`src/ple_pkg.sv`:
```
// ----------------------------------------------------------------------------
// positional list engine - package
// request and error codes, beat layout and cell control type
// ----------------------------------------------------------------------------
package ple_pkg;

   localparam int DEFAULT_LIST_DEPTH    = 16;
   localparam int DEFAULT_PAYLOAD_WIDTH = 32;

   // fixed field widths on the ports
   localparam int REQ_W      = 2;
   localparam int POS_W      = 5;
   localparam int PORT_PAY_W = 32;
   localparam int CNT_PORT_W = 5;
   localparam int ERR_W      = 2;

   // request kinds
   localparam logic [REQ_W-1:0] REQ_INSERT = 2'd0;
   localparam logic [REQ_W-1:0] REQ_DELETE = 2'd1;
   localparam logic [REQ_W-1:0] REQ_PEEK   = 2'd2;

   // error codes
   localparam logic [ERR_W-1:0] ERR_OK    = 2'd0;
   localparam logic [ERR_W-1:0] ERR_RANGE = 2'd1;
   localparam logic [ERR_W-1:0] ERR_FULL  = 2'd2;

   // request beat layout
   localparam int REQ_POS_LSB = 0;
   localparam int REQ_PAY_LSB = REQ_POS_LSB + POS_W;
   localparam int REQ_USED_W  = REQ_PAY_LSB + PORT_PAY_W;
   localparam int REQ_TDATA_W = ((REQ_USED_W + 7) / 8) * 8;

   // response beat layout
   localparam int RSP_PAY_LSB   = 0;
   localparam int RSP_CNT_LSB   = RSP_PAY_LSB + PORT_PAY_W;
   localparam int RSP_FULL_BIT  = RSP_CNT_LSB + CNT_PORT_W;
   localparam int RSP_EMPTY_BIT = RSP_FULL_BIT + 1;
   localparam int RSP_ERR_LSB   = RSP_EMPTY_BIT + 1;
   localparam int RSP_USED_W    = RSP_ERR_LSB + ERR_W;
   localparam int RSP_TDATA_W   = ((RSP_USED_W + 7) / 8) * 8;

   // shift command broadcast to every cell of the row
   typedef struct packed {
      logic             do_insert;
      logic             do_delete;
      logic [POS_W-1:0] position;
   } shift_ctrl_type;

endpackage

```
`src/ple_cell.sv`:
```
// ----------------------------------------------------------------------------
// positional list engine - list cell
// holds one entry, shifts from either neighbour or loads the new payload
// ----------------------------------------------------------------------------
module ple_cell
   import ple_pkg::*;
#(
   parameter int PAYLOAD_WIDTH = DEFAULT_PAYLOAD_WIDTH,
   parameter int INDEX         = 0
) (
   input  logic                     clock,
   input  shift_ctrl_type           ctrl,
   input  logic [PAYLOAD_WIDTH-1:0] prev_data,
   input  logic [PAYLOAD_WIDTH-1:0] next_data,
   input  logic [PAYLOAD_WIDTH-1:0] load_data,
   output logic [PAYLOAD_WIDTH-1:0] data,
   output logic [PAYLOAD_WIDTH-1:0] rd_data
);

   localparam int IDX_BITS = $clog2(INDEX + 2);
   localparam int IW       = (IDX_BITS > POS_W) ? IDX_BITS : POS_W;
   localparam logic [IW-1:0] IDX = IW'(INDEX);

   logic [PAYLOAD_WIDTH-1:0] data_ff;
   logic [PAYLOAD_WIDTH-1:0] data_in;
   logic [IW-1:0]            pos_ext;
   logic                     hit;
   logic                     above;

   assign pos_ext = IW'(ctrl.position);
   assign hit     = (pos_ext == IDX);
   assign above   = (IDX > pos_ext);

   always_comb begin
      data_in = data_ff;
      if (ctrl.do_insert) begin
         if (above) begin
            data_in = prev_data;
         end else if (hit) begin
            data_in = load_data;
         end
      end else if (ctrl.do_delete && (hit || above)) begin
         data_in = next_data;
      end
   end

   always_ff @(posedge clock) begin
      data_ff <= data_in;
   end

   assign data    = data_ff;
   assign rd_data = hit ? data_ff : '0;

endmodule

```
`src/ple_decode.sv`:
```
// ----------------------------------------------------------------------------
// positional list engine - request decode
// range and full checks, shift command and next entry count
// ----------------------------------------------------------------------------
module ple_decode
   import ple_pkg::*;
#(
   parameter int LIST_DEPTH = DEFAULT_LIST_DEPTH,
   parameter int CNT_W      = $clog2(DEFAULT_LIST_DEPTH + 1)
) (
   input  logic              accept,
   input  logic [REQ_W-1:0]  req_kind,
   input  logic [POS_W-1:0]  position,
   input  logic [CNT_W-1:0]  count,
   output shift_ctrl_type    ctrl,
   output logic              peek_hit,
   output logic [ERR_W-1:0]  err,
   output logic [CNT_W-1:0]  count_next
);

   localparam int CMP_W = (CNT_W > POS_W) ? CNT_W : POS_W;
   localparam logic [CNT_W-1:0] DEPTH_CNT = CNT_W'(LIST_DEPTH);

   logic [CMP_W-1:0] pos_ext;
   logic [CMP_W-1:0] cnt_ext;
   logic             ins_ok;
   logic             del_ok;

   assign pos_ext = CMP_W'(position);
   assign cnt_ext = CMP_W'(count);

   always_comb begin
      ins_ok   = 1'b0;
      del_ok   = 1'b0;
      peek_hit = 1'b0;
      err      = ERR_OK;
      case (req_kind)
         REQ_INSERT: begin
            if (count == DEPTH_CNT) begin
               err = ERR_FULL;
            end else if (pos_ext > cnt_ext) begin
               err = ERR_RANGE;
            end else begin
               ins_ok = 1'b1;
            end
         end
         REQ_DELETE: begin
            if (pos_ext >= cnt_ext) begin
               err = ERR_RANGE;
            end else begin
               del_ok = 1'b1;
            end
         end
         REQ_PEEK: begin
            if (pos_ext >= cnt_ext) begin
               err = ERR_RANGE;
            end else begin
               peek_hit = 1'b1;
            end
         end
         default: begin
            err = ERR_OK;
         end
      endcase
   end

   always_comb begin
      count_next = count;
      if (ins_ok) begin
         count_next = count + CNT_W'(1);
      end else if (del_ok) begin
         count_next = count - CNT_W'(1);
      end
   end

   assign ctrl.do_insert = accept && ins_ok;
   assign ctrl.do_delete = accept && del_ok;
   assign ctrl.position  = position;

endmodule

```
`src/positional_list_engine_core.sv`:
```
// ----------------------------------------------------------------------------
// positional list engine - top level
// ordered list with insert, delete and peek at a position
// ----------------------------------------------------------------------------
// The list lives in a row of LIST_DEPTH cells, one entry each; an insert
// moves every entry at or above the position up one cell and a delete
// moves every entry above it down one, all cells shifting together on the
// same clock edge, so a new beat is accepted each cycle that the response
// register is empty or being drained. The response register holds a
// finished result until the receiver takes it; while it waits the request
// side is held off, and the next request goes in on the same edge that the
// waiting result leaves. A result appears in the cycle after its request.
// Each response carries the peeked payload (zero unless a peek hit a live
// entry), the entry count after the request, full and empty flags and an
// error code; a flagged request leaves the list untouched. Entries hold no
// reset value, only the entry count and response valid flag are cleared,
// and no read ever reaches an entry at or above the count.
module positional_list_engine_core
   import ple_pkg::*;
#(
   parameter int LIST_DEPTH    = DEFAULT_LIST_DEPTH,
   parameter int PAYLOAD_WIDTH = DEFAULT_PAYLOAD_WIDTH
) (
   input  logic                   clock,
   input  logic                   reset,
   // request channel
   input  logic                   req_tvalid,
   output logic                   req_tready,
   // [4:0] position, [36:5] item_payload, [39:37] zero
   input  logic [REQ_TDATA_W-1:0] req_tdata,
   // [1:0] req_type
   input  logic [REQ_W-1:0]       req_tuser,
   // response channel
   output logic                   rsp_tvalid,
   input  logic                   rsp_tready,
   // [31:0] read_payload, [36:32] entry_count, [37] is_full, [38] is_empty,
   // [40:39] error_code, [47:41] zero
   output logic [RSP_TDATA_W-1:0] rsp_tdata
);

   localparam int CNT_W = $clog2(LIST_DEPTH + 1);
   localparam logic [CNT_W-1:0] DEPTH_CNT = CNT_W'(LIST_DEPTH);

   // handshake and entry count
   logic                     req_accept;
   logic [CNT_W-1:0]         count_ff;
   logic [CNT_W-1:0]         count_in;
   logic                     rsp_tvalid_ff;
   logic                     rsp_tvalid_in;
   logic [RSP_TDATA_W-1:0]   rsp_tdata_ff;
   logic [RSP_TDATA_W-1:0]   rsp_tdata_in;

   // decoded request
   shift_ctrl_type           ctrl;
   logic                     peek_hit;
   logic [ERR_W-1:0]         err;
   logic [CNT_W-1:0]         count_next;
   logic [POS_W-1:0]         req_position;
   logic [PAYLOAD_WIDTH-1:0] load_data;

   // cell row
   logic [PAYLOAD_WIDTH-1:0] cell_data [LIST_DEPTH];
   logic [PAYLOAD_WIDTH-1:0] cell_rd   [LIST_DEPTH];
   logic [PAYLOAD_WIDTH-1:0] rd_any;

   // a new beat goes in whenever the response register is empty or frees up this cycle
   assign req_tready = !rsp_tvalid_ff || rsp_tready;
   assign req_accept = req_tvalid && req_tready;

   assign req_position = req_tdata[REQ_POS_LSB +: POS_W];
   // payload cut or zero-extended to the stored width
   assign load_data    = PAYLOAD_WIDTH'(req_tdata[REQ_PAY_LSB +: PORT_PAY_W]);

   ple_decode #(
      .LIST_DEPTH (LIST_DEPTH),
      .CNT_W      (CNT_W)
   ) u_decode (
      .accept     (req_accept),
      .req_kind   (req_tuser),
      .position   (req_position),
      .count      (count_ff),
      .ctrl       (ctrl),
      .peek_hit   (peek_hit),
      .err        (err),
      .count_next (count_next)
   );

   // row of cells, each wired to both neighbours; the end cells see themselves
   for (genvar k = 0; k < LIST_DEPTH; k++) begin : g_cell
      logic [PAYLOAD_WIDTH-1:0] prev_data;
      logic [PAYLOAD_WIDTH-1:0] next_data;

      if (k == 0) begin : g_first
         assign prev_data = cell_data[k];
      end else begin : g_prev
         assign prev_data = cell_data[k-1];
      end

      if (k == LIST_DEPTH - 1) begin : g_last
         assign next_data = cell_data[k];
      end else begin : g_next
         assign next_data = cell_data[k+1];
      end

      ple_cell #(
         .PAYLOAD_WIDTH (PAYLOAD_WIDTH),
         .INDEX         (k)
      ) u_cell (
         .clock     (clock),
         .ctrl      (ctrl),
         .prev_data (prev_data),
         .next_data (next_data),
         .load_data (load_data),
         .data      (cell_data[k]),
         .rd_data   (cell_rd[k])
      );
   end

   // only the addressed cell drives a non-zero read value
   always_comb begin
      rd_any = '0;
      for (int k = 0; k < LIST_DEPTH; k++) begin
         rd_any = rd_any | cell_rd[k];
      end
   end

   // response beat assembled from the state after this request
   always_comb begin
      rsp_tdata_in = rsp_tdata_ff;
      if (req_accept) begin
         rsp_tdata_in = '0;
         rsp_tdata_in[RSP_PAY_LSB +: PORT_PAY_W] =
            peek_hit ? PORT_PAY_W'(rd_any) : '0;
         rsp_tdata_in[RSP_CNT_LSB +: CNT_PORT_W] = CNT_PORT_W'(count_next);
         rsp_tdata_in[RSP_FULL_BIT]              = (count_next == DEPTH_CNT);
         rsp_tdata_in[RSP_EMPTY_BIT]             = (count_next == '0);
         rsp_tdata_in[RSP_ERR_LSB +: ERR_W]      = err;
      end
   end

   always_comb begin
      rsp_tvalid_in = rsp_tvalid_ff;
      if (req_accept) begin
         rsp_tvalid_in = 1'b1;
      end else if (rsp_tready) begin
         rsp_tvalid_in = 1'b0;
      end
   end

   assign count_in = req_accept ? count_next : count_ff;

   always_ff @(posedge clock) begin
      if (reset) begin
         count_ff      <= '0;
         rsp_tvalid_ff <= 1'b0;
      end else begin
         count_ff      <= count_in;
         rsp_tvalid_ff <= rsp_tvalid_in;
      end
   end

   always_ff @(posedge clock) begin
      rsp_tdata_ff <= rsp_tdata_in;
   end

   assign rsp_tvalid = rsp_tvalid_ff;
   assign rsp_tdata  = rsp_tdata_ff;

endmodule

```
`config.mk`:
```
export PLATFORM = sky130hd
export DESIGN_NAME = positional_list_engine_core
export DESIGN_NICKNAME = d
export VERILOG_FILES = /design/src/ple_pkg.sv /design/src/ple_cell.sv /design/src/ple_decode.sv /design/src/positional_list_engine_core.sv
export SDC_FILE = /design/constraint.sdc
export NUM_CORES = 1
export LEC_CHECK = 0
export ABC_AREA = 1
export BUFFER_PORTS_ARGS = -buffer_cell sky130_fd_sc_hd__buf_2
export CORE_MARGIN = 2
export CORE_UTILIZATION = 40
export DETAILED_ROUTE_END_ITERATION = 6
export HOLD_SLACK_MARGIN = 0.1
export SETUP_SLACK_MARGIN = 0.4
export SKIP_CTS_REPAIR_TIMING = 1
export SYNTH_ARGS = -nofsm -noshare
export SYNTH_HDL_FRONTEND = slang
export SYNTH_SLANG_ARGS = --single-unit
```
`constraint.sdc`:
```
create_clock -name clock -period 5.39 [get_ports clock]
set_clock_uncertainty 0.2 [all_clocks]
set_input_delay 0.2695 -clock clock [delete_from_list [all_inputs] [get_ports clock]]
set_output_delay 0.2695 -clock clock [all_outputs]
set_load 0.1 [all_outputs]
```
# --- Word-level counts from Yosys, hierarchy flattened ---
# Index checks and enable logic that the tools add are counted.
word_totals:
  regBits: 559
  output_inout_bits: 50
  elab_cells: 254
classes:
  add_sub_neg: 2
  order_cmp: 18
  n_eq_ne: 35
  muxes: 92
  n_bitwise: 15
  n_reduce_logical: 72
ops:
  columns: ["op", "n"]
  rows:
  - ["$mux 32", 78]
  - ["$or 32x32->32", 15]
  - ["$ne 3x1->1 const B", 14]
  - ["$eq 5x4->1 const B", 8]
  - ["$gt 4x5->1 const A", 8]
  - ["$reduce_bool 2->1", 17]
  - ["$reduce_and 2->1", 15]
  - ["$eq 5x3->1 const B", 4]
  - ["$gt 3x5->1 const A", 4]
  - ["$logic_and 1x1->1", 18]
  - ["$logic_or 1x1->1", 16]
  - ["$eq 5x2->1 const B", 2]
  - ["$eq 5x5->1 const B", 2]
  - ["$gt 1x5->1 const A", 2]
  - ["$gt 2x5->1 const A", 2]
  - ["$logic_not 5->1", 2]
  - ["$mux 1", 10]
  - ["$mux 5", 2]
  - ["$add 5x1->5 const B", 1]
  - ["$eq 5x1->1 const B", 1]
  - ["$ge 5x5->1", 1]
  - ["$gt 5x5->1", 1]
  - ["$sub 5x1->5 const B", 1]
  - ["$pmux 2 s2", 1]
  - ["other kinds (9)", 9]

# --- Longest topological paths before layout ---
# Gate-level depths: netlist of run 1.
depth:
  depth_word: 17
  depth_mapped: 15

# --- Modules after synthesis ---
# Synthesis of run 1 repeated with hierarchy kept, for this count alone.
unflattened:
  hier_cells: 6120
  hier_area_um2: 40625.2
by_module_without_submodules:
  columns: ["module", "instances", "cells_per_inst", "area_per_inst_um2", "seq_area_each_um2"]
  rows:
  - ["ple_cell at g_cell[10].u_cell ...", 2, 355, 2347.3, 960.9]
  - ["positional_list_engine_core", 1, 566, 3397.0, 1351.3]
  - ["ple_cell at g_cell[8].u_cell", 1, 345, 2388.5, 960.9]
  - ["ple_cell at g_cell[15].u_cell", 1, 349, 2374.8, 960.9]
  - ["ple_cell at g_cell[1].u_cell", 1, 349, 2348.5, 960.9]
  - ["ple_cell at g_cell[2].u_cell", 1, 348, 2339.7, 960.9]
  - ["ple_cell at g_cell[4].u_cell", 1, 348, 2331.0, 960.9]
  - ["ple_cell at g_cell[6].u_cell", 1, 348, 2324.7, 960.9]
  - ["ple_cell at g_cell[5].u_cell", 1, 350, 2314.7, 960.9]
  - ["ple_cell at g_cell[3].u_cell", 1, 349, 2309.7, 960.9]
  - ["ple_cell at g_cell[13].u_cell", 1, 352, 2290.9, 960.9]
  - ["ple_cell at g_cell[7].u_cell", 1, 345, 2288.4, 960.9]
  - ["ple_cell at g_cell[11].u_cell", 1, 350, 2263.4, 960.9]
  - ["ple_cell at g_cell[14].u_cell", 1, 347, 2263.4, 960.9]
  - ["+3 rows", null, null, null, null]

# --- Worst setup path before layout of run 1 ---
# No wires, ideal clock.
synth_timing:
  kind: "reg-to-reg"
  start: "register rsp_tvalid_ff, in the netlist rsp_tvalid"
  end: "register g_cell[0].u_cell.data_ff[0] (enable)"
  setup_ns: 0.505
  arrival_time_ns: 6.209
  t_required_ns: 4.685
  setup_slack_ns: -1.524
  path_stages_with_launch: 6
  n_path_buf: 0
  path_cell_list: "dfxtp_1 nand2_1 nand2_1 inv_1 nand2_1 nor4_1"
synth_via:
  elab_chain_cells: 7
synth_lines:
  columns: ["item", "line", "text"]
  rows:
  - ["start: declaration", "positional_list_engine_core.sv:48", "logic rsp_tvalid_ff;"]
  - ["start signal: assignment", "positional_list_engine_core.sv:158", "rsp_tvalid_ff <= rsp_tvalid_in;"]
  - ["$logic_not 1->1 *", "positional_list_engine_core.sv:67", "assign req_tready = !rsp_tvalid_ff || rsp_tready;"]
  - ["$logic_or 1x1->1 *", "positional_list_engine_core.sv:67", null]
  - ["net req_tready", "positional_list_engine_core.sv:28", "output logic req_tready,"]
  - ["$logic_and 1x1->1 *", "positional_list_engine_core.sv:68", "assign req_accept = req_tvalid && req_tready;"]
  - ["net req_accept", "positional_list_engine_core.sv:45", "logic req_accept;"]
  - ["$logic_and 1x1->1", "ple_decode.sv:77", "assign ctrl.do_delete = accept && del_ok;"]
  - ["$logic_and 1x1->1", "ple_cell.sv:42", "end else if (ctrl.do_delete && (hit || above)) begin"]
  - ["$reduce_bool 2->1 (no source line)", null, null]
  - ["$reduce_and 3->1 (no source line) *", null, null]
  - ["end signal: assignment", "ple_cell.sv:48", "data_ff <= data_in;"]
  - ["end: declaration", "ple_cell.sv:24", "logic [PAYLOAD_WIDTH-1:0] data_ff;"]
# The timed path passes the listed nets; every way through them passes the cells marked *.
# A chain may end at the register's enable or synchronous reset.

# --- Final worst setup path of run 1 ---
layout_timing:
  start: "register count_ff[2]"
  end: "register g_cell[12].u_cell.data_ff[3] (enable)"
layout_via:
  elab_chain_cells: 7
layout_lines:
  columns: ["item", "line", "text"]
  rows:
  - ["start: declaration", "positional_list_engine_core.sv:46", "logic [CNT_W-1:0] count_ff;"]
  - ["start signal: assignment", "positional_list_engine_core.sv:157", "count_ff <= count_in;"]
  - ["$gt 5x5->1 or $ge 5x5->1 (tied branches)", "ple_decode.sv:41, ple_decode.sv:48", null]
  - ["$mux 1 (on tied branches)", "ple_decode.sv:41, ple_decode.sv:48", null]
  - ["$mux 1 (on tied branches)", "ple_decode.sv:39, ple_decode.sv:37", null]
  - ["$mux 1 or $logic_and 1x1->1 (tied branches)", "ple_decode.sv:37, ple_decode.sv:77", null]
  - ["$logic_and 1x1->1 (on tied branches)", "ple_decode.sv:76, ple_cell.sv:42", null]
  - ["$ne 3x1->1 (no source line) or $reduce_bool 2->1 (tied branches)", null, null]
  - ["$reduce_and 2->1 (no source line) *", null, null]
  - ["end signal: assignment", "ple_cell.sv:48", null]
  - ["end: declaration", "ple_cell.sv:24", null]
# Every way passes the cells marked *; elsewhere a longest branch is shown, timed or not.

==> out/summary.json, run 1 <==
{
  "run_status": "complete, no violations",
  "postLayoutCoreUtil": 0.453,
  "worst-slew-pin-transition_ns": 1.20,
  "synth_mux_area_frac": 0,
  "final-instance-count-excl-fill": 4758,
  "final_area_mm2": 0.0351,
  "yosys_warnings": 0,
  "drt_pass1_iterations": 6,
  "io_pins": 96,
  "report.final.setup_viol": 0,
  "irDropWorstVdd_mv": 0.237,
  "dpl_cell_area_mm2": 0.0327,
  "synth-compound-area-share": 0.221,
  "sequential_cell_area_in_the_final_layout_mm2": 0.0167,
  "fin_nets": 3722,
  "rows": 102,
  "drt_iter0_markers": 4256,
  "rsz0062_at_grt": "no",
  "combinationalPowerShare": 0.114,
  "min_period_ns": 4.07,
  "grt_start_max_net_pins": 233,
  "drt_drc_violations_left": 0,
  "switching_share": 0.273,
  "yosys.area.top_type": "sky130_fd_sc_hd__edfxtp_1",
  "fillers": 7588,
  "yosys_register_bits": 559,
  "core-area_mm2": 0.0775,
  "syn_to_final_growth_pct": 11.9,
  "fraction_of_synthesis_flops_using_an_asynchronous_set_or_reset_pin": 0,
  "synth_top_family_by_area": "compound AO/OA/AOI/OAI gates",
  "start_util": 0.405,
  "proportion_of_layout_cells_with_a_drive_suffix_above_1": 0.0792,
  "cts.htree.levels": 3,
  "p_sw_mw": 2.83,
  "clkLatencyLatePin_ns": 0.62,
  "achievable-frequency_mhz": 246,
  "gp_congestion": 0.840,
  "synth_ff_type": "sky130_fd_sc_hd__edfxtp_1",
  "yosys.area_share.adder": 0.00439,
  "synth_common_cells": "875 x sky130_fd_sc_hd__nand2_1, 753 x sky130_fd_sc_hd__o21ai_0, 553 x sky130_fd_sc_hd__edfxtp_1, 466 x sky130_fd_sc_hd__inv_1, 240 x sky130_fd_sc_hd__o211ai_1",
  "reg2reg_setup_slack_ns": 1.32,
  "final.hold.worst_slack_ns": 0.113,
  "worstPathRequired_ns": 5.48,
  "cp_data_arrival_time_ns": 4.16,
  "maxCapViolCount": 0,
  "postSynthAreaPerCell_um2": 8.50,
  "seq_power_share": 0.471,
  "final_hold_viol_count": 0,
  "endpoint_kind": "flip-flop",
  "yosys.area.top_type_share": 0.530,
  "synthCells": 3687,
  "first_global_vias": 25205,
  "holdCritPathClass": "primary input to flip-flop",
  "grt_overflow": 0,
  "pre_cts_ws_ns": 1.29,
  "die_y_um": 284,
  "via_count": 27927,
  "grt_use_total": 0.277,
  "critical_path_peak_fanout": 20,
  "relSlewSlack": 0.199,
  "yosysMostFrequentCell": "sky130_fd_sc_hd__nand2_1",
  "register_area_share_after_synthesis": 0.534,
  "global_route_wire_length_before_repair_mm": 167,
  "yosys.area_share.simple": 0.141,
  "cts-root-buf": "sky130_fd_sc_hd__clkbuf_16",
  "dp_hpwl_mm": 67.1,
  "critPathKind": "flip-flop to flip-flop",
  "internal_power_summed_over_all_cells_mw": 7.55,
  "dieArea_mm2": 0.0806,
  "die_width_um": 284,
  "start_kind": "flip-flop",
  "clock_tree_from_tritoncts": "yes",
  "total_leakage_power_nw": 13.3,
  "synthTopCellsByArea": "sky130_fd_sc_hd__edfxtp_1 53%, sky130_fd_sc_hd__o21ai_0 12%, sky130_fd_sc_hd__nand2_1 10%",
  "postRouteAntennaNets": 0,
  "multiInputGateArea_mm2": 0.0118,
  "drt_wl_total_mm": 114,
  "cts_buffers": 68,
  "synth_xor_area_frac": 0.00140,
  "final-max-slew-violation-count": 0,
  "share_of_the_cycle_needed_by_the_critical_path_after_routing": 0.755,
  "clockBufferDepth": 3,
  "post_drt_via_cell_ratio": 5.87,
  "clkPwrFrac": 0.415,
  "synth_area_mm2": 0.0313,
  "final.setup.worst_slack_ns": 1.32,
  "routed_wire_length_per_instance_um": 24.0,
  "power_per_cell_area_mw_per_mm2": 296,
  "initial_antenna_violation_count": 14,
  "placedCellCount": 4598,
  "post_synth_edffs": 553,
  "synth_cell_type_count": 32,
  "clk_pin_slew_worst_paths_ns": 0.05,
  "clock_sink_count": 559,
  "io_buffers": 85
}
[power by group through the flow]
stage          clock [mW]  combinational (mW)  sequential (mW)
2_1_floorplan           0               0.624             5.13
3_3_place_gp            0                1.12             4.98
3_5_place_dp            0                1.13             4.98
4_1_cts              4.35                1.14             4.89
5_1_grt              4.50                1.28             4.89
6_report             4.30                1.19             4.89
[state kept, by name, summed over array words and instances, names as in the netlist]
register	count
rsp_tvalid	1
g_cell.u_cell.data	512
rsp_tdata	41
count_ff	5
[layout by cell type (no fill, tap or decap), types with 54 or more instances in the layout]
master	synthesis	layout
sky130_fd_sc_hd__inv_1	466	464
sky130_fd_sc_hd__o21ai_0	753	753
sky130_fd_sc_hd__nand2_1	875	863
sky130_fd_sc_hd__buf_4	21	63
sky130_fd_sc_hd__clkbuf_16	0	69
sky130_fd_sc_hd__o22ai_1	152	152
sky130_fd_sc_hd__edfxtp_1	553	553
sky130_fd_sc_hd__o211ai_1	240	240
sky130_fd_sc_hd__nand3_1	55	54
sky130_fd_sc_hd__nor2_1	163	149
sky130_fd_sc_hd__buf_2	105	85
[path summary, 6_finish.rpt]
kind | startpoint | endpoint | depth (start not counted)
max | count_ff[2]$_SDFFE_PP0P_ | g_cell[12].u_cell.data[3]$_DFFE_PP_ | 11
min | req_tvalid | count_ff[0]$_SDFFE_PP0P_ | 4
max reg2reg | count_ff[2]$_SDFFE_PP0P_ | g_cell[12].u_cell.data[3]$_DFFE_PP_ | 11
min reg2reg | g_cell[15].u_cell.data[13]$_DFFE_PP_ | g_cell[14].u_cell.data[13]$_DFFE_PP_ | 2
[routing by layer]
| layer | track usage | up-vias | share of wire |
|---|---|---|---|
| li1 | - | 12690 | - |
| met1 | 0.409 | 13261 | 0.42 |
| met2 | 0.402 | 1713 | 0.42 |
| met3 | 0.0574 | 249 | 0.13 |
| met4 | 0.0907 | 14 | 0.032 |
| met5 | 0 | - | 0.00066 |
[final cells by class]
class                   instances  area share
diodes                          5    0.000357
clock buffers                  87      0.0511
clock inverters                31     0.00553
inverters                     474      0.0509
multi-input cells            2366       0.336
flip-flops and latches        559       0.477
well taps                    1040      0.0371
repair buffers                196      0.0424
[through the flow]
| stage | setup TNS, ns | total power, mW |
|---|---|---|
| floorplan | -32.87 | 5.75 |
| global placement | 0 | 6.10 |
| detailed placement | 0 | 6.11 |
| CTS | 0 | 10.4 |
| global route | 0 | 10.7 |
| finish | 0 | 10.4 |
[cell families after synthesis]
logic type,count (synthesis)
buffers and inverters,768
XOR/XNOR,5
flip-flops,559
AND/OR/NAND/NOR,1134
AO/OA/AOI/OAI,1209
adder cells (fa/ha/maj),11
other,1
[worst max-delay path, stage by stage (launching register included)]
cell                      delay, ns
sky130_fd_sc_hd__dfxtp_1       0.48
sky130_fd_sc_hd__inv_2         0.12
sky130_fd_sc_hd__ha_1          0.30
sky130_fd_sc_hd__nand2_1       0.09
sky130_fd_sc_hd__nor2_1        0.06
sky130_fd_sc_hd__nand2_1       0.19
sky130_fd_sc_hd__nand4_1       0.32
sky130_fd_sc_hd__nand2_1       0.19
sky130_fd_sc_hd__nand2_1       0.53
sky130_fd_sc_hd__buf_4         0.41
sky130_fd_sc_hd__nor2_4        0.51
sky130_fd_sc_hd__buf_12        0.33
(Power assumes the default switching activity.)
==> run 2: changes to the inputs <==
--- a/config.mk
+++ b/config.mk
@@ -5,7 +5,7 @@
 export SDC_FILE = /design/constraint.sdc
 export NUM_CORES = 1
 export LEC_CHECK = 0
-export ABC_AREA = 1
+export ABC_AREA = 0
 export BUFFER_PORTS_ARGS = -buffer_cell sky130_fd_sc_hd__buf_2
 export CORE_MARGIN = 2
 export CORE_UTILIZATION = 40
==> constraint.sdc (replaced) <==
create_clock -name clock -period 3.5 [get_ports clock]
set_clock_uncertainty 0.2 [all_clocks]
set_input_delay 0.175 -clock clock [delete_from_list [all_inputs] [get_ports clock]]
set_output_delay 0.175 -clock clock [all_outputs]
set_load 0.1 [all_outputs]
==> run 2 against run 1 <==
  * Synthesized area is 1.8% lower
  * Register-to-register slack worse by 0.90 ns
  * Sequential power is 53% higher
  * Non-clock buffer count is 103 higher
  * Largest power group unchanged
==> out/summary.json, run 2 <==
{
  "rows": {"value": 101, "change": "-0.98%"},
  "start_util": {"value": 0.405, "change": "about the same"},
  "grt_use_total": {"value": 0.281, "change": "+0.00445"},
  "core-area": {"value": 0.0761, "unit": "mm2", "change": "-1.8%"},
  "synth_cell_type_count": {"value": 60, "change": "+88%"},
  "power_per_cell_area": {"value": 437, "unit": "mW/mm2", "change": "+48%"},
  "grt_overflow": {"value": 0, "change": "unchanged"},
  "run_status": "complete, no violations",
  "worstPathRequired": {"value": 3.77, "unit": "ns", "change": "-1.71 ns"},
  "io_buffers": {"value": 85, "change": "unchanged"},
  "total_power": {"value": 15.8, "unit": "mW", "change": "+52%"},
  "largest_register_ff_count": {"value": 512, "change": "unchanged"},
  "postSynthAreaPerCell": {"value": 10.9, "unit": "um2", "change": "+28%"},
  "tns": {"value": 0, "unit": "ns", "change": "unchanged"},
  "clockBufferDepth": {"value": 3, "change": "unchanged"},
  "fraction_of_synthesis_flops_using_an_asynchronous_set_or_reset_pin": {"value": 0, "change": "unchanged"},
  "relSlewSlack": {"value": 0.373, "change": "+0.175"},
  "start_kind": "flip-flop",
  "cts.htree.levels": {"value": 2, "change": "-1"},
  "routed_wire_length_per_instance": {"value": 28.9, "unit": "um", "change": "+20%"},
  "share_of_the_cycle_needed_by_the_critical_path_after_routing": {"value": 0.880, "change": "+0.124"},
  "pre_cts_ws": {"value": 0.324, "unit": "ns", "change": "-0.964 ns"},
  "busiest_layer": "met2",
  "die_y": {"value": 281, "unit": "um", "change": "-0.88%"},
  "final.setup.worst_slack": {"value": 0.421, "unit": "ns", "change": "-0.897 ns"},
  "yosysMostFrequentCell": "sky130_fd_sc_hd__edfxtp_1",
  "postRouteAntennaNets": {"value": 0, "change": "unchanged"},
  "layout.cells.most_common": "sky130_fd_sc_hd__edfxtp_1",
  "fin_nets": {"value": 2997, "change": "-19%"},
  "proportion_of_layout_cells_with_a_drive_suffix_above_1": {"value": 0.161, "change": "+0.0815"},
  "achievable-frequency": {"value": 325, "unit": "MHz", "change": "+32%"},
  "endpoint_kind": "flip-flop",
  "worst-slew-pin-transition": {"value": 0.940, "unit": "ns", "change": "-0.261 ns"},
  "global_route.usage.met3": {"value": 0.0546, "change": "-0.00279"},
  "dp_hpwl": {"value": 66.4, "unit": "mm", "change": "-1.0%"},
  "first_global_vias": {"value": 23618, "change": "-6.3%"},
  "via_count": {"value": 25514, "change": "-8.6%"},
  "irDropWorstVdd": {"value": 0.422, "unit": "mV", "change": "+78%"},
  "total_leakage_power": {"value": 12.4, "unit": "nW", "change": "-6.8%"},
  "register_area_share_after_synthesis": {"value": 0.543, "change": "+0.00963"},
  "clk_pin_slew_worst_paths": {"value": 0.06, "unit": "ns", "change": "about the same"},
  "final-max-slew-violation-count": {"value": 0, "change": "unchanged"},
  "synth_ff_type": "sky130_fd_sc_hd__edfxtp_1",
  "dpl_cell_area": {"value": 0.0332, "unit": "mm2", "change": "+1.6%"},
  "yosys.area.top_type": "sky130_fd_sc_hd__edfxtp_1",
  "clock_sink_count": {"value": 559, "change": "unchanged"},
  "cts_buffers": {"value": 61, "change": "-10%"},
  "min_period": {"value": 3.08, "unit": "ns", "change": "-0.993 ns"},
  "drt_iter0_markers": {"value": 3661, "change": "-14%"},
  "critical_path_peak_fanout": {"value": 24, "change": "+20%"},
  "drt_wl_total": {"value": 116, "unit": "mm", "change": "+1.7%"},
  "holdCritPathClass": "primary input to flip-flop",
  "grt.met1_usage": {"value": 0.385, "change": "-0.0248"},
  "gp_congestion": {"value": 0.869, "change": "+3.5%"},
  "report.final.setup_viol": {"value": 0, "change": "unchanged"},
  "yosys.area.top_type_share": {"value": 0.539, "change": "+0.00956"},
  "syn_to_final_growth_pct": 17.2,
  "initial_antenna_violation_count": {"value": 1, "change": "-13"},
  "final_hold_viol_count": {"value": 0, "change": "unchanged"},
  "drt_pass1_iterations": {"value": 6, "change": "unchanged"},
  "synth_common_cells": "553 x sky130_fd_sc_hd__edfxtp_1, 467 x sky130_fd_sc_hd__nor2_1, 363 x sky130_fd_sc_hd__a21oi_1, 353 x sky130_fd_sc_hd__mux2i_1, 232 x sky130_fd_sc_hd__nand2_1",
  "synthTopCellsByArea": "sky130_fd_sc_hd__edfxtp_1 54%, sky130_fd_sc_hd__mux2i_1 11%, sky130_fd_sc_hd__a21oi_1 5.9%",
  "die_width": {"value": 281, "unit": "um", "change": "-0.88%"},
  "layout_common_cells": "553 x sky130_fd_sc_hd__edfxtp_1, 458 x sky130_fd_sc_hd__nor2_1, 362 x sky130_fd_sc_hd__a21oi_1",
  "rsz0062_at_grt": "yes",
  "clock_tree_from_tritoncts": "yes",
  "post_drt_via_cell_ratio": {"value": 6.34, "change": "+8.0%"},
  "cp_data_arrival_time": {"value": 3.35, "unit": "ns", "change": "-0.81 ns"},
  "maxCapViolCount": {"value": 0, "change": "unchanged"},
  "cts-root-buf": "sky130_fd_sc_hd__clkbuf_16",
  "synth_area": {"value": 0.0308, "unit": "mm2", "change": "-1.8%"},
  "yosys_warnings": {"value": 0, "change": "unchanged"},
  "clkLatencyLatePin": {"value": 0.67, "unit": "ns", "change": "+0.05 ns"},
  "drt_drc_violations_left": {"value": 0, "change": "unchanged"},
  "yosys_register_bits": {"value": 559, "change": "unchanged"},
  "postLayoutCoreUtil": {"value": 0.474, "change": "+0.0213"},
  "global_route_wire_length_before_repair": {"value": 163, "unit": "mm", "change": "-2.2%"},
  "synthCells": {"value": 2831, "change": "-23%"},
  "io_pins": {"value": 96, "change": "unchanged"},
  "critPathKind": "flip-flop to flip-flop",
  "met2_usage": {"value": 0.436, "change": "+0.0343"},
  "grt_start_max_net_pins": {"value": 98, "change": "-58%"},
  "dieArea": {"value": 0.0792, "unit": "mm2", "change": "-1.7%"},
  "final_area": {"value": 0.0361, "unit": "mm2", "change": "+2.8%"},
  "post_synth_edffs": {"value": 553, "change": "unchanged"}
}
run 2: layout make-up:
type,count,area [um2]
antenna,2,5.00
clock buffer,82,1620
clock inverter,34,334
timing repair buffer,299,3050
inverter,13,48.8
sequential,559,16700
tap,1030,1290
multi-input combinational,2006,13000
fill,6975,40000
run 2: kinds of logic (layout without fill, tap and decap cells):
family	count (synthesis)	count (layout)	share of synthesized area
buffers and inverters	272	428	0.0451
AND/OR/NAND/NOR	824	824	0.114
other	1	9	0.000122
flip-flops	559	559	0.543
XOR/XNOR	4	4	0.00114
AO/OA/AOI/OAI	741	741	0.153
multiplexers	419	419	0.139
adder cells (fa/ha/maj)	11	11	0.00447
run 2: metal layers:
layer  vias up  share of wire
met1     12520           0.39
met2      1716           0.44
met5         -        0.00011
li1      10870              -
met4         2          0.049
met3       406           0.11
run 2: stage by stage:
stage	hold slack [ns]	instances
final	0.0862	4025
after detailed placement	0.227	3847
after floorplan	0.0367	2837
after global placement	0.226	3847
after global routing	0.108	4023
after CTS	-0.453	3963
run 2: power breakdown:
part           internal (mW)  total, mW  switching, mW
Combinational          0.585       1.84           1.25
Sequential              7.42       7.47         0.0531
Clock                   3.61       6.46           2.85
run 2: path summary, 6_finish.rpt:
| check | start | to | slack [ns] | cells after the start |
|---|---|---|---|---|
| min reg2reg | count_ff[3]$_SDFFE_PP0P_ | count_ff[3]$_SDFFE_PP0P_ | 0.31 | 2 |
| max | count_ff[2]$_SDFFE_PP0P_ | g_cell[1].u_cell.data[25]$_DFFE_PP_ | 0.42 | 12 |
| max reg2reg | count_ff[2]$_SDFFE_PP0P_ | g_cell[1].u_cell.data[25]$_DFFE_PP_ | 0.42 | 12 |
| min | req_tuser[1] | rsp_tdata[40]$_DFFE_PP_ | 0.09 | 4 |
run 2: worst max-delay path, stage by stage (launching register included):
cell and delay, ns:
sky130_fd_sc_hd__dfxtp_1 0.41, sky130_fd_sc_hd__inv_2 0.10, sky130_fd_sc_hd__ha_1 0.32, sky130_fd_sc_hd__and4_4 0.25, sky130_fd_sc_hd__nand2_1 0.14, sky130_fd_sc_hd__a21boi_4 0.20
sky130_fd_sc_hd__nor3_4 0.24, sky130_fd_sc_hd__buf_4 0.18, sky130_fd_sc_hd__buf_8 0.19, sky130_fd_sc_hd__buf_4 0.21, sky130_fd_sc_hd__clkbuf_16 0.22, sky130_fd_sc_hd__nor2_1 0.06
sky130_fd_sc_hd__a31oi_1 0.17
